## src/hw/rtl/rds_group_text_decoder_macros.svh

```systemverilog
// Assertion macros shared by the RDS group text decoder RTL.
// Each macro expects signals clk and rst_n in the including module.
`ifndef RDS_GROUP_TEXT_DECODER_MACROS_SVH
`define RDS_GROUP_TEXT_DECODER_MACROS_SVH

// Same-cycle implication, checked outside reset.
`define RDS_ASSERT_NOW(label, ante, cons, msg) \
    label: assert property (@(posedge clk) disable iff (!rst_n) (ante) |-> (cons)) \
        else $error(msg);

// Next-cycle implication, checked outside reset.
`define RDS_ASSERT_NEXT(label, ante, cons, msg) \
    label: assert property (@(posedge clk) disable iff (!rst_n) (ante) |=> (cons)) \
        else $error(msg);

`endif

```

## src/hw/rtl/rdstxt_pkg.sv

```systemverilog
// Types and constants for the RDS group text decoder.
// No dependencies; imported by rds_group_text_decoder.
`default_nettype none

package rdstxt_pkg;

    // Block numbers from status bits 7..5
    localparam logic [2:0] BLK_B = 3'd1;
    localparam logic [2:0] BLK_C = 3'd2;
    localparam logic [2:0] BLK_D = 3'd3;

    // Status bit set when a signal is present
    localparam int SIGNAL_BIT = 4;

    // Group codes (type and version)
    localparam logic [4:0] GRP_0A = 5'd0;
    localparam logic [4:0] GRP_2A = 5'd4;

    // Buffer selects
    localparam logic BUF_PS = 1'b0;
    localparam logic BUF_RT = 1'b1;

    // Final segment numbers
    localparam logic [1:0] PS_SEG_LAST = 2'd3;
    localparam logic [3:0] RT_SEG_LAST = 4'd15;

    // Character writes per block D
    localparam logic [2:0] PS_CHARS = 3'd2;
    localparam logic [2:0] RT_CHARS = 3'd4;

    typedef struct packed {
        logic [7:0] status_byte;
        logic [7:0] data_high;
        logic [7:0] data_low;
    } item_t;

    typedef struct packed {
        logic       buffer_select;
        logic [5:0] char_index;
        logic [7:0] char_value;
        logic       message_complete;
        logic       last;
    } char_wr_t;

endpackage

`default_nettype wire

```

## src/hw/rtl/rds_group_text_decoder.sv

```systemverilog
// RDS group text decoder: readout register, block decode and character burst register.
// Depends on rdstxt_pkg and rds_group_text_decoder_macros.svh.
//
//   channel | valid      | stall      | payload
//   --------+------------+------------+--------------------------
//   item    | item_valid | item_stall | item   (item_t, in)
//   char    | char_valid | char_stall | char_wr (char_wr_t, out)
//
// A readout waits in the input register while a burst drains, then its decode loads
// the burst register, which issues its character writes one per cycle while
// char_stall is low, up to four writes per readout. Readouts that write nothing
// load an empty burst. A held readout is decoded at the edge where the last write
// of the previous burst is taken. Reset clears the latches and the valid flags.
`default_nettype none

`include "rds_group_text_decoder_macros.svh"

module rds_group_text_decoder
    import rdstxt_pkg::*;
(
    input  wire logic     clk,
    input  wire logic     rst_n,
    input  wire logic     item_valid,
    output logic          item_stall,
    input  wire item_t    item,
    output logic          char_valid,
    input  wire logic     char_stall,
    output char_wr_t      char_wr
);

    // Input register
    logic       in_full_reg, in_full_next;
    item_t      in_reg;

    // Decoder state
    logic [4:0] group_reg, group_next;
    logic [4:0] seg_reg, seg_next;
    logic [7:0] c_high_reg, c_high_next;
    logic [7:0] c_low_reg, c_low_next;
    logic [2:0] prev_blk_reg, prev_blk_next;
    logic       prev_valid_reg, prev_valid_next;

    // Burst register
    logic [7:0] val_reg [4];
    logic [7:0] val_next [4];
    logic [5:0] base_reg, base_next;
    logic       sel_reg, sel_next;
    logic       done_reg, done_next;
    logic [2:0] beats_reg, beats_next;
    logic [1:0] ptr_reg, ptr_next;

    logic       accept;
    logic       out_xfer;
    logic       advance;
    logic       consume;
    logic [2:0] blk;
    logic       take;

    // Decode results
    logic [2:0] ld_beats;
    logic [5:0] ld_base;
    logic       ld_sel;
    logic       ld_done;
    logic [7:0] ld_val [4];

    assign out_xfer   = char_valid && !char_stall;
    assign advance    = (beats_reg == 3'd0) || ((beats_reg == 3'd1) && !char_stall);
    assign consume    = in_full_reg && advance;
    assign item_stall = in_full_reg && !advance;
    assign accept     = item_valid && !item_stall;

    assign blk  = in_reg.status_byte[7:5];
    assign take = in_reg.status_byte[SIGNAL_BIT] && !(prev_valid_reg && (prev_blk_reg == blk));

    // Block decode and latch updates
    always_comb
    begin
        group_next      = group_reg;
        seg_next        = seg_reg;
        c_high_next     = c_high_reg;
        c_low_next      = c_low_reg;
        prev_blk_next   = prev_blk_reg;
        prev_valid_next = prev_valid_reg;
        ld_beats        = 3'd0;
        ld_base         = 6'd0;
        ld_sel          = BUF_PS;
        ld_done         = 1'b0;
        ld_val[0]       = in_reg.data_high;
        ld_val[1]       = in_reg.data_low;
        ld_val[2]       = in_reg.data_high;
        ld_val[3]       = in_reg.data_low;

        if (consume && take)
        begin
            prev_blk_next   = blk;
            prev_valid_next = 1'b1;
            case (blk)
                BLK_B:
                begin
                    group_next = in_reg.data_high[7:3];
                    seg_next   = in_reg.data_low[4:0];
                end
                BLK_C:
                begin
                    c_high_next = in_reg.data_high;
                    c_low_next  = in_reg.data_low;
                end
                BLK_D:
                begin
                    if (group_reg == GRP_0A)
                    begin
                        ld_beats = PS_CHARS;
                        ld_base  = {3'd0, seg_reg[1:0], 1'b0};
                        ld_sel   = BUF_PS;
                        ld_done  = (seg_reg[1:0] == PS_SEG_LAST);
                    end
                    else if (group_reg == GRP_2A)
                    begin
                        ld_beats  = RT_CHARS;
                        ld_base   = {seg_reg[3:0], 2'b00};
                        ld_sel    = BUF_RT;
                        ld_done   = (seg_reg[3:0] == RT_SEG_LAST);
                        // radiotext leads with the two bytes held from block C
                        ld_val[0] = c_high_reg;
                        ld_val[1] = c_low_reg;
                    end
                end
                default:
                begin
                    // block A and codes 4..7: number only
                end
            endcase
        end
    end

    // Burst register next values
    always_comb
    begin
        base_next  = base_reg;
        sel_next   = sel_reg;
        done_next  = done_reg;
        beats_next = beats_reg;
        ptr_next   = ptr_reg;
        for (int i = 0; i < 4; i++)
        begin
            val_next[i] = val_reg[i];
        end

        if (consume)
        begin
            base_next  = ld_base;
            sel_next   = ld_sel;
            done_next  = ld_done;
            beats_next = ld_beats;
            ptr_next   = 2'd0;
            for (int i = 0; i < 4; i++)
            begin
                val_next[i] = ld_val[i];
            end
        end
        else if (out_xfer)
        begin
            // advance to the next character
            beats_next = beats_reg - 3'd1;
            ptr_next   = ptr_reg + 2'd1;
            for (int i = 0; i < 3; i++)
            begin
                val_next[i] = val_reg[i + 1];
            end
        end
    end

    always_comb
    begin
        in_full_next = in_full_reg;
        if (accept)
        begin
            in_full_next = 1'b1;
        end
        else if (advance)
        begin
            in_full_next = 1'b0;
        end
    end

    always_ff @(posedge clk or negedge rst_n)
    begin
        if (!rst_n)
        begin
            in_full_reg    <= 1'b0;
            group_reg      <= 5'd0;
            seg_reg        <= 5'd0;
            c_high_reg     <= 8'd0;
            c_low_reg      <= 8'd0;
            prev_blk_reg   <= 3'd0;
            prev_valid_reg <= 1'b0;
            beats_reg      <= 3'd0;
            ptr_reg        <= 2'd0;
        end
        else
        begin
            in_full_reg    <= in_full_next;
            group_reg      <= group_next;
            seg_reg        <= seg_next;
            c_high_reg     <= c_high_next;
            c_low_reg      <= c_low_next;
            prev_blk_reg   <= prev_blk_next;
            prev_valid_reg <= prev_valid_next;
            beats_reg      <= beats_next;
            ptr_reg        <= ptr_next;
        end
    end

    // Payload registers
    always_ff @(posedge clk)
    begin
        if (accept)
        begin
            in_reg <= item;
        end
        base_reg <= base_next;
        sel_reg  <= sel_next;
        done_reg <= done_next;
        for (int i = 0; i < 4; i++)
        begin
            val_reg[i] <= val_next[i];
        end
    end

    assign char_valid               = (beats_reg != 3'd0);
    assign char_wr.buffer_select    = sel_reg;
    assign char_wr.char_index       = base_reg | {4'd0, ptr_reg};
    assign char_wr.char_value       = val_reg[0];
    assign char_wr.message_complete = done_reg;
    assign char_wr.last             = (beats_reg == 3'd1);

    `RDS_ASSERT_NOW(a_beats_range, 1'b1, beats_reg <= RT_CHARS, "burst count out of range")
    `RDS_ASSERT_NOW(a_ps_index, char_valid && (char_wr.buffer_select == BUF_PS),
        char_wr.char_index[5:3] == 3'd0, "name write beyond eight characters")
    `RDS_ASSERT_NEXT(a_burst_holds, out_xfer && !char_wr.last, char_valid,
        "burst ended before its last write")
    `RDS_ASSERT_NOW(a_stall_full, item_stall, in_full_reg && (beats_reg != 3'd0),
        "readout stalled with nothing held")

endmodule

`default_nettype wire

```

## config.mk

```make
export PLATFORM = sky130hd
export DESIGN_NAME = rds_group_text_decoder
export DESIGN_NICKNAME = d
export VERILOG_FILES = /design/src/hw/rtl/rdstxt_pkg.sv /design/src/hw/rtl/rds_group_text_decoder.sv
export VERILOG_INCLUDE_DIRS = /design/src /design/src/hw/rtl
export SDC_FILE = /design/constraint.sdc
export NUM_CORES = 1
export LEC_CHECK = 0
export BUFFER_PORTS_ARGS = -buffer_cell sky130_fd_sc_hd__buf_4
export CAP_MARGIN = 40
export CORE_MARGIN = 2
export CORE_UTILIZATION = 45
export DETAILED_ROUTE_END_ITERATION = 16
export PLACE_DENSITY = 0.74
export SLEW_MARGIN = 20
export SYNTH_ARGS = -nofsm -noshare
export SYNTH_HDL_FRONTEND = slang
export SYNTH_SLANG_ARGS = --single-unit
```

## constraint.sdc

```tcl
create_clock -name clk -period 7 [get_ports clk]
set_input_delay 1.4 -clock clk [delete_from_list [all_inputs] [get_ports clk]]
set_output_delay 1.4 -clock clk [all_outputs]
set_load 0.05 [all_outputs]
```

==> results of run 1 <==
==> stage by stage <==
stage,power (uW),hold slack (ns),instances
final,2160,0.483,403
after detailed placement,1830,0.460,387
after global placement,1790,0.450,386
after floorplan,1630,0.434,248
after CTS,2180,0.484,403
after global routing,2300,0.501,403
==> power by group <==
| group | switching (uW) | internal, uW | total, uW |
|---|---|---|---|
| clock | 176 | 173 | 349 |
| sequential | 124 | 900 | 1020 |
| combinational | 467 | 316 | 784 |
==> metal layers <==
layer | routed length (microns) | share of wire
met1 | 2750 | 0.45
met2 | 3110 | 0.50
met3 | 211 | 0.034
met4 | 92 | 0.015
met5 | 0 | 0
==> path summary, 6_finish.rpt <==
path | cells after the start | startpoint | to | slack [ns]
setup / recovery | 4 | char_stall | item_stall | 3.22
max in group asynchronous | 1 | rst_n | group_reg[1] | 5.67
min in group asynchronous | 1 | rst_n | c_low_reg[0] | 1.00
hold reg to reg | 1 | prev_valid_reg | prev_valid_reg | 0.48
hold / removal | 1 | prev_valid_reg | prev_valid_reg | 0.48
setup reg to reg | 6 | beats_reg[1] | in_reg[12] | 4.71
==> layout by cell type, fill, tap and decap left out, types with 2 or more instances in the layout <==
cell	count
a21oi_1	17
xnor2_1	3
clkbuf_8	10
mux2_2	26
nand2_1	2
nand4bb_1	2
nor2b_1	2
buf_4	45
clkinv_1	2
inv_1	5
nor2_1	20
edfxtp_1	59
nor3b_1	3
ha_1	3
nand2b_1	6
o21ai_0	2
dfrtp_1	35
and2_1	4
clkinvlp_4	2
mux2i_1	19
mux2_4	10
==> critical path: cells and delay by family <==
family | cells | cell delay [ns]
AO/OA/AOI/OAI | 1 | 0.56
buffers and inverters | 3 | 0.43
==> cell families after synthesis <==
family	share of synthesized area
muxes	0.162
and+or+nand+nor	0.0719
buffers and inverters	0.0316
DFF	0.676
AOI/OAI and AO/OA	0.0396
adders and majority gates	0.00959
xor gates and xnor gates	0.00895
==> layout make-up <==
class	instances	area share
timing repair buffer	46	0.0784
clock buffer	10	0.0306
inverter	5	0.00417
sequential	94	0.588
multi-input combinational	134	0.255
tap	108	0.0300
clock inverter	6	0.0136
==> results by group, run 1 <==
Outcome
  • Status: finished clean

Clocking
  • Post-CTS setup buffer count: 0
  • Clock-pin slew on the worst setup and hold paths: roughly 0.080 ns
  • CTS max path bufs: 2
  • CTS tree: yes
  • H-tree depth: 3
  • Total CTS buffers: 9
  • Post-CTS Resized: 0
  • Clk_lat worst skew: between 0.3 and 0.4 ns
  • CTS sink count: 94
  • Hold_buf cts: 0
  • Root buffer cell: clkbuf_8

Synthesis
  • Synthesis Warnings: 0
  • Syn nets: around 280
  • Post-synth EDFFs: between 50 and 60
  • Commonest cells post-synth: 59 x edfxtp_1, 35 x dfrtp_1, 26 x mux2_2
  • Most frequent cell after synthesis: edfxtp_1
  • Netlist Area Pre-Place: between 3000 and 4000 sq um
  • Sequential fraction of the synthesis area: 0.676
  • Gate Count Post-Synth: between 200 and 250
  • Yosys top cell by area: edfxtp_1
  • Async SR Flop Fraction: 0.372
  • Post-synthesis area per instance: 15.8 sq um
  • Flop and latch count out of synthesis: 94
  • Top post-synthesis cells by area: edfxtp_1 45%, dfrtp_1 22%, mux2_2 7.5%
  • Yosys cell types: 35
  • Synth top area share: 0.453
  • Main flop type after synthesis: edfxtp_1

Critical path
  • Worst setup EP type: primary output
  • Critical path fanouts, max: 4
  • Critical-path top delay cell: o311ai_0
  • Critical-path cell list: buf_4 -> o311ai_0 -> inv_1 -> buf_4
  • Crit path arrival time: between 2 and 2.5 ns
  • WP data required: 5.60 ns
  • Slowest cell delay on critical path: ~0.56 ns
  • Most used cell along the critical path: buf_4
  • Critical Path Source Type: input pin
  • Kind of critical path: input pin to primary output

Placed design
  • Routability cong.: roughly 0.74
  • Port bufs: between 40 and 50
  • Worst slack, placed: 3.19 ns
  • HPWL after DPL: a little over 4 mm
  • Placed cell area: approximately 4300 sq um

Timing
  • Worst setup margin: around 3.2 ns
  • Fin Setup TNS: 0 ns
  • Worst-Margin Slew: 0.618 ns
  • RSZ-0062 raised after global routing: no
  • Crit share post-route: 0.540
  • Slew HR: 0.588
  • Final hold vios: 0
  • Fmax: between 200 and 300 MHz
  • Setup-failing EPs final: 0
  • Post-route minimum period: between 3 and 4 ns
  • Pins over their slew limit: 0
  • Max Clock Skew: ~0.0091 ns

Detailed routing
  • First drt pass iteration count: 5
  • Routed WL per cell: between 15 and 20 microns
  • DR vias: 2060
  • DRT iter0 DRCs: about 180
  • Post-route DRC violation count: 0
  • WL final: around 6.2 mm
  • Post-DRT Antenna Nets: 0
  • Vias/cell: slightly above 5

Power and ir drop
  • VDD IR-drop max: 0.000179 V
  • Pwr dens: 479 nW/um^2
  • Leak Pwr: approximately 0.0019 uW

Min path
  • Worst hold path class: flip-flop to flip-flop

Layout
  • Final nets: between 300 and 400
  • FF+latch area: approximately 2600 sq um
  • Ratio of cells with drive above 1 in the final layout: 0.353
  • FILL cells: ~730
  • Final Core Density: 0.524
  • Max FFs per register: 32
  • Multi-input gate area: ~1100 sq um
  • Antenna fix cells: 0
  • Final Cell Area: roughly 4500 sq um
  • Area Growth Syn to Fin: 15.0%

Die
  • Core ar.: 8590 sq um
  • Starting Density: 0.455
  • I/O Pins: between 40 and 50
  • DIE AREA: ~9500 sq um
  • # rows: 34
  • Die extent in x: 97.3 microns
  • Chip height: just under 100 microns

Global routing
  • Most used routing layer in global routing: met2
  • Initial antenna violation count: 0
  • Met3 GRT Util: 0.0309
  • Grt ovf: 0
  • GR met1 Demand/Resource: 0.192
  • Number of global-route vias before repair: ~2100
  • GRT Overall Usage: 0.142
  • Met2 usage: 0.225
  • First-pass GRT wire length: 10.5 mm
  • Largest net degree at the start of global routing: 59

Job
  • Max-cap viol count: 0
Power figures use the tool's default switching activity.
==> inputs of run 2 (changes only) <==
clock period = 3.64 ns   (was 7 ns; I/O delays follow)
==> results by group, run 2 (synthesis results as in run 1) <==
Timing
  • Final hold vios: 0 (unchanged)
  • Fmax: 360 MHz
  • RSZ-0062 raised after global routing: no
  • Slew HR: 0.532 (-0.0562)
  • Crit share post-route: 0.763
  • Fin Setup TNS: 0 ns (unchanged)
  • Max Clock Skew: 0.00920 ns (+0.0000871 ns)
  • Fin Hold WS: 0.321 ns (-0.162 ns)
  • Pins over their slew limit: 0 (unchanged)
  • Worst-Margin Slew: 0.693 ns (+0.0755 ns)
  • Setup-failing EPs final: 0 (unchanged)
  • Post-route minimum period: approximately 2.8 ns

Layout
  • Final nets: 324 (+0.93%)
  • FF+latch area: 2650 sq um (unchanged)
  • FILL cells: 735 (+0.82%)
  • Most frequent cells in the layout: 59 x edfxtp_1, 49 x buf_4, 35 x dfrtp_1
  • Antenna fix cells: 0 (unchanged)
  • Ratio of cells with drive above 1 in the final layout: 0.362 (+0.00987)
  • Max FFs per register: 32 (unchanged)
  • Area Growth Syn to Fin: 15.4%
  • Multi-input gate area: 1150 sq um (unchanged)
  • Commonest non-fill, non-tap cell in the layout: edfxtp_1

Job
  • Max-cap viol count: 0 (unchanged)

Clocking
  • Post-CTS setup buffer count: 0 (unchanged)
  • CTS sink count: 94 (unchanged)
  • Total CTS buffers: 9 (unchanged)
  • CTS max path bufs: 2 (unchanged)
  • Clk_lat worst skew: 0.36 ns (about the same)
  • H-tree depth: 3 (unchanged)
  • Root buffer cell: clkbuf_8
  • Post-CTS Resized: 0 (unchanged)
  • CTS tree: yes
  • Clock-pin slew on the worst setup and hold paths: 0.10 ns (+0.02 ns)
  • Hold_buf cts: 0 (unchanged)

Placed design
  • Routability cong.: 0.781 (+5.7%)
  • HPWL after DPL: 4.07 mm (+1.3%)
  • Port bufs: 42 (unchanged)

Critical path
  • Worst setup EP type: primary output
  • Slowest cell delay on critical path: 0.59 ns (+0.03 ns)
  • Reg2reg start: beats_reg[1]
  • Critical-path cell list: inv_1 -> ha_1 -> inv_1 -> o311ai_0 -> inv_1 -> buf_4
  • First element of the critical path: beats_reg[1]
  • WP data required: 2.91 ns (-2.69 ns)
  • Critical path fanouts, max: 4 (unchanged)
  • Critical Path Source Type: flip-flop
  • Critical-path top delay cell: o311ai_0
  • Most used cell along the critical path: inv_1
  • Kind of critical path: flip-flop to primary output
  • Crit path arrival time: 2.05 ns (-0.33 ns)

Detailed routing
  • Post-route DRC violation count: 0 (unchanged)
  • Post-DRT Antenna Nets: 0 (unchanged)
  • DRT iter0 DRCs: 73 (-60%)
  • Vias/cell: 5.06 (-0.98%)
  • Routed WL per cell: 15.7 microns (+2.9%)
  • DR vias: 2055 (-0.24%)
  • WL final: 6.39 mm (+3.7%)
  • First drt pass iteration count: 4 (-1)

Die
  • Core ar.: 8590 sq um (unchanged)
  • I/O Pins: 47 (unchanged)
  • Chip height: 97.3 microns (unchanged)
  • Die extent in x: 97.3 microns (unchanged)
  • Starting Density: 0.455 (unchanged)
  • # rows: 34 (unchanged)
  • DIE AREA: 9460 sq um (unchanged)

Min path
  • Worst hold path class: input pin to asynchronous set/reset pin

Power and ir drop
  • Pwr dens: 929 nW/um^2 (+94%)
  • Leak Pwr: 0.00193 uW (+0.68%)
  • Power, Total: 4200 uW (+94%)
  • VDD IR-drop max: 0.000303 V (+69%)

Global routing
  • First-pass GRT wire length: 10.4 mm (-0.53%)
  • GRT Overall Usage: 0.143 (+0.00124)
  • Grt ovf: 0 (unchanged)
  • Initial antenna violation count: 0 (unchanged)
  • Largest net degree at the start of global routing: 36 (-39%)
  • Number of global-route vias before repair: 2121 (-0.52%)

Outcome
  • Status: finished clean
## run 2: cell count changes in the layout (fill, tap and decap cells not counted), sizes merged
cell | before | now
buf | 46 | 49
inv | 5 | 6
clkinv | 3 | 2
## run 2: worst paths after layout
kind                            depth (start not counted)        endpoint  slack [ns]
max in group asynchronous                               1    c_low_reg[2]        2.99
worst min register to register                          1  prev_valid_reg        0.48
worst max-delay path                                    6      item_stall        0.86
worst min-delay path                                    1    c_low_reg[7]        0.32
worst max register to register                          8   val_reg[1][6]        1.29
min in group clk                                        1  prev_valid_reg        0.48
## run 2: through the flow
step | instance area, sq um | util | setup WS, ns | instances
final | 4520 | 0.525 | 0.862 | 406
after global routing | 4520 | 0.525 | 0.749 | 406
after CTS | 4520 | 0.525 | 0.864 | 406
after detailed placement | 4320 | 0.502 | 1.11 | 390
after global placement | 4320 | 0.502 | 1.22 | 390
after floorplan | 3910 | - | 0.424 | 248
## run 2: routing by layer
layer,GRT usage,vias to the layer above,part of all wire
li1,-,980,-
met1,0.188,1015,0.46
met2,0.226,53,0.48
met3,0.0403,7,0.049
met4,0.0577,0,0.014
met5,0,-,0
## run 2: worst max-delay path: cells and delay by family (launching register included)
| family | cells | cell delay [ns] |
|---|---|---|
| compound gates | 1 | 0.59 |
| fa+ha+maj | 1 | 0.21 |
| buf+inv | 4 | 0.52 |
| flops | 1 | 0.37 |
## run 2: cell type report
class                      instances  share of cell area
clock inverter                     6              0.0158
tap                              108              0.0299
inverter                           5             0.00416
timing repair buffer              49              0.0815
multi-input combinational        134               0.254
clock buffer                      10              0.0283
sequential                        94               0.586
## run 2: where the power goes
group / internal [uW] / total, uW / switching, uW
Combinational: 629 / 1540 / 915
Clock: 322 / 689 / 366
Sequential: 1730 / 1960 / 234
